==> src/hdl/nbg_pkg.sv <==
`default_nettype none
// ----------------------------------------------------------------------------
// nbg_pkg
// shared types, sizes and helpers for the n-body gravity stepper
// ----------------------------------------------------------------------------
package nbg_pkg;

    localparam int MAX_BODIES   = 64;
    localparam int FRAC_BITS    = 16;
    localparam int RESULT_LIMIT = 64;

    localparam int CNT_W      = $clog2(MAX_BODIES + 1);
    localparam int OUT_IDX_W  = 6;
    localparam int GM_W       = 24;
    localparam int NUM_W      = GM_W + 32 + 3 * FRAC_BITS;
    localparam int DEN_W      = 96;
    localparam int DSH_W      = DEN_W + 31;
    localparam int DIV_W      = (NUM_W > DSH_W) ? NUM_W : DSH_W;
    localparam int IN_DATA_W  = 144;
    localparam int OUT_DATA_W = 136;
    localparam int ADDR_W     = 4;

    localparam logic [1:0] REG_GRAVITY = 2'd0;
    localparam logic [1:0] REG_STEP    = 2'd1;
    localparam logic [1:0] REG_COUNT   = 2'd2;

    localparam logic signed [63:0] SAT_MAX = 64'sh0000_0000_7fff_ffff;
    localparam logic signed [63:0] SAT_MIN = 64'shffff_ffff_8000_0000;

    typedef struct packed {
        logic signed [31:0] px;
        logic signed [31:0] py;
        logic signed [31:0] vx;
        logic signed [31:0] vy;
        logic        [7:0]  mass;
        logic signed [31:0] ax;
        logic signed [31:0] ay;
    } t_body;

    typedef struct packed {
        logic               done;
        logic signed [32:0] cx;
        logic signed [32:0] cy;
    } t_pair_res;

    typedef enum logic [3:0] {
        ST_IDLE,
        ST_ACC_HEAD,
        ST_SCAN,
        ST_PAIR,
        ST_ACC_WR,
        ST_ACC_NEXT,
        ST_UPD_HEAD,
        ST_U_MA,
        ST_U_V,
        ST_U_MV,
        ST_U_P,
        ST_U_EMIT,
        ST_UPD_NEXT
    } t_state;

    typedef enum logic [2:0] {
        P_IDLE,
        P_SQX,
        P_SQY,
        P_ROOT,
        P_DLO,
        P_DHI,
        P_DIV,
        P_DONE
    } t_pstate;

    function automatic logic signed [31:0] sat32(input logic signed [63:0] v);
        logic signed [31:0] r;
        if (v > SAT_MAX) begin
            r = SAT_MAX[31:0];
        end else if (v < SAT_MIN) begin
            r = SAT_MIN[31:0];
        end else begin
            r = v[31:0];
        end
        return r;
    endfunction

endpackage
`default_nettype wire

==> src/hdl/nbg_cell.sv <==
`default_nettype none
// ----------------------------------------------------------------------------
// nbg_cell
// one body slot of the rotating body ring
// ----------------------------------------------------------------------------
module nbg_cell import nbg_pkg::*; (
    input  wire logic  i_clk,
    input  wire logic  i_shift,
    input  wire logic  i_wr,
    input  wire t_body i_wr_body,
    input  wire t_body i_next,
    output t_body      o_body
);

    t_body r_body;

    always_ff @(posedge i_clk) begin
        if (i_wr) begin
            r_body <= i_wr_body;
        end else if (i_shift) begin
            r_body <= i_next;
        end
    end

    assign o_body = r_body;

endmodule
`default_nettype wire

==> config.mk <==
export PLATFORM = sky130hd
export DESIGN_NAME = nbg_cell
export DESIGN_NICKNAME = d
export VERILOG_FILES = /design/src/hdl/nbg_pkg.sv /design/src/hdl/nbg_cell.sv
export SDC_FILE = /design/constraint.sdc
export NUM_CORES = 1
export LEC_CHECK = 0
export ABC_AREA = 1
export BUFFER_PORTS_ARGS = -buffer_cell sky130_fd_sc_hd__buf_2
export CAP_MARGIN = 20
export CORE_AREA = 5 5 234 236
export DETAILED_ROUTE_END_ITERATION = 10
export DIE_AREA = 0 0 239 241
export GPL_TIMING_DRIVEN = 0
export PLACE_DENSITY_LB_ADDON = 0.08
export SETUP_SLACK_MARGIN = 0.2
export SKIP_CTS_REPAIR_TIMING = 1
export SYNTH_ARGS = -nofsm -noshare
export SYNTH_HDL_FRONTEND = slang
export SYNTH_SLANG_ARGS = --single-unit
==> constraint.sdc <==
create_clock -name i_clk -period 4 [get_ports i_clk]
set_input_delay 0 -clock i_clk [delete_from_list [all_inputs] [get_ports i_clk]]
set_output_delay 0 -clock i_clk [all_outputs]
set_load 0.01 [all_outputs]
==> metrics.yaml <==
run_status:
  status: "completed"
synth:
  synth_area_leaders: "edfxtp_1 (70%), nand2_1 (26%), buf_4 (1.7%)"
  synth_xor_area_share_pct: 0
  yosysTopAreaCell: "edfxtp_1"
  synthMuxAreaShare_pct: 0
  ys_seq_area_share_pct: 70.4
  synth.distinct_cells: 7
  synth_compound_area_share_pct: 0
  yosys_warnings: 0
  ys_top_cells_by_count: "nand2_1 (600), edfxtp_1 (200), buf_2 (24)"
  synth_top_family_by_area: "simple AND/OR/NAND/NOR gates"
  avgSynthCellArea_sq_um: 10.1
  synth_area_sq_mm: 0.00853
  synth-seq-cells: 200
  synth_cells: 846
  synthAdderAreaFrac_pct: 0
  synth.top_cell.area_share_pct: 70.4
  synth_simple_gate_area_share_pct: 26.5
  synthArstFlopShare_pct: 0
  synth_nets: 1249
  ys.flop_type: "edfxtp_1"
  synth_edf_count: 200
  yosysMostFrequentCell: "nand2_1"
drt:
  highest_layer: "met5"
  drtAntennaViolNets: 0
  num_vias: 9545
  met3_length_mm: 4.51
  drt-pass1-iter-count: 7
  wl_per_cell_um: 16.5
  via_per_inst: 3.71
  first_iter_violations: 339
  route.layer.met1.wl_mm: 16.1
  dr_wl_met2_mm: 21.3
  drt-total-wl_mm: 42.6
  drc_errors: 0
timing:
  layout_min_cycle_time_ps: 1820
  hold_viol: 0
  worst_pin_slew_ps: 788
  clock.fmax_ghz: 0.550
  slew_violations: 0
  worst_slack_ps: 2180
  rsz0062_at_grt: "no"
  finalCritPeriodShare_pct: 45.4
  slew_headroom_pct: 47.5
  setup_viol: 0
die:
  rows: 84
  fp.dieArea_sq_mm: 0.0576
  core_sq_mm: 0.0522
  die_h_um: 241
  start_util_pct: 16.3
  dieWidth_um: 239
  pin_count: 603
setup_path:
  required_ps: 4160
  worstSetupEndpoint: "o_body[63]"
  crit_path_start_kind: "primary input"
  crit_chain: "buf_2 > buf_2 > or2_4 > buf_16 > buf_16"
  cp_data_arrival_time_ps: 1980
  cp-end-kind: "register"
  crit_type: "primary input to register"
  crit_buf_inv: 4
  slowest_delay_ps: 720
  cp_max_fo: 55
  cp_slowest_cell: "or2_4"
  critPathTopFamily: "buffers and inverters"
  crit_cells: 5
  crit_start: "i_wr"
global_route:
  antenna_found_initial: 8
  grt_pass1_vias: 8348
  grt_use_total_pct: 13.6
  grt_max_degree: 56
  grt_overflow_total: 0
  grt_pass1_wl_mm: 56.0
placed_design:
  place_congestion: 0.840
  port_buffers: 602
  dp_hpwl_mm: 32.9
  dp_cells: 2139
  dp_slack_ps: 1550
cells_and_area:
  seqCellArea_sq_mm: 0.00601
  largest_reg_flops: 200
  multi_input_area_sq_mm: 0.00226
  stdcell_count: 2576
  nets: 2273
  fin_util_pct: 32.8
  layout-drive-gt1-share_pct: 36.1
  fillers: 5510
  syn2layout_area_growth_pct: 100
worst_hold_path:
  hold_path_class: "primary input to register"
clocking:
  cts.path.max_buffers: 2
  tritoncts: "built"
  clkSinkCount: 200
  cts_buffers: 17
  cts_max_level: 4
  cts_root_buf: "clkbuf_16"
  path_clk_slew_ps: 80
flow_run:
  max_cap_viol_count: 0
power_and_ir_drop:
  powerDensity_mw_per_mm2: 340
  irDropWorstVdd_mv: 0.276
  p_leak_nw: 8.46
worst min-delay path by stage:
stage	start	to	slack, ps	depth (start not counted)
after floorplan	i_next[0]	o_body[0]	180	2
after global placement	i_next[59]	o_body[59]	260	3
after detailed placement	i_next[59]	o_body[59]	270	3
after CTS	i_next[120]	o_body[120]	-290	3
after global routing	i_next[66]	o_body[66]	280	4
final	i_next[115]	o_body[115]	300	4
cell usage in the layout (no fill, tap or decap), drive strengths merged:
cell type and n:
buf 648, nand2 600, dlygate4sd3 400, edfxtp 200
clkbuf 19, diode 5, clkinvlp 4, inv 4
clkinv 4, bufinv 3, or2 1
kinds of logic (layout without fill, tap and decap cells):
kind of cell           count (synthesis)  count (layout)
and+or+nand+nor                      601             601
DFF                                  200             200
buffers and inverters                 45            1082
other                                  0               5
cell type report:
cell class | instances | area share, %
flip-flops and latches | 200 | 35.1
multi-input cells | 601 | 13.2
clock inverters | 14 | 1.01
well taps | 688 | 5.03
diodes | 5 | 0.0731
clock buffers | 18 | 2.51
plain buffers | 44 | 1.56
repair buffers | 1005 | 41.5
inverters | 1 | 0.0219
through the flow:
stage | hold WS, ps | power, mW | TNS (ps) | cell area [sq um]
5_1_grt | 285 | 6.14 | 0 | 17100
3_5_place_dp | 267 | 3.63 | 0 | 12500
6_report | 304 | 5.83 | 0 | 17100
2_1_floorplan | 179 | 3.04 | 0 | 8530
4_1_cts | -290 | 5.58 | 0 | 13100
3_3_place_gp | 263 | 3.64 | -246940 | 12400
where the power goes:
| group | switching [mW] | total, mW | internal, mW |
|---|---|---|---|
| registers | 0.0505 | 2.62 | 2.57 |
| clock network | 0.908 | 1.90 | 0.989 |
| logic | 0.609 | 1.31 | 0.701 |
routing by layer:
metal	up-vias	global-route usage (%)
li1	4773	-
met1	4334	14.6
met2	394	23.6
met3	38	6.72
met4	6	4.51
met5	-	0
(Power assumes the default switching activity.)
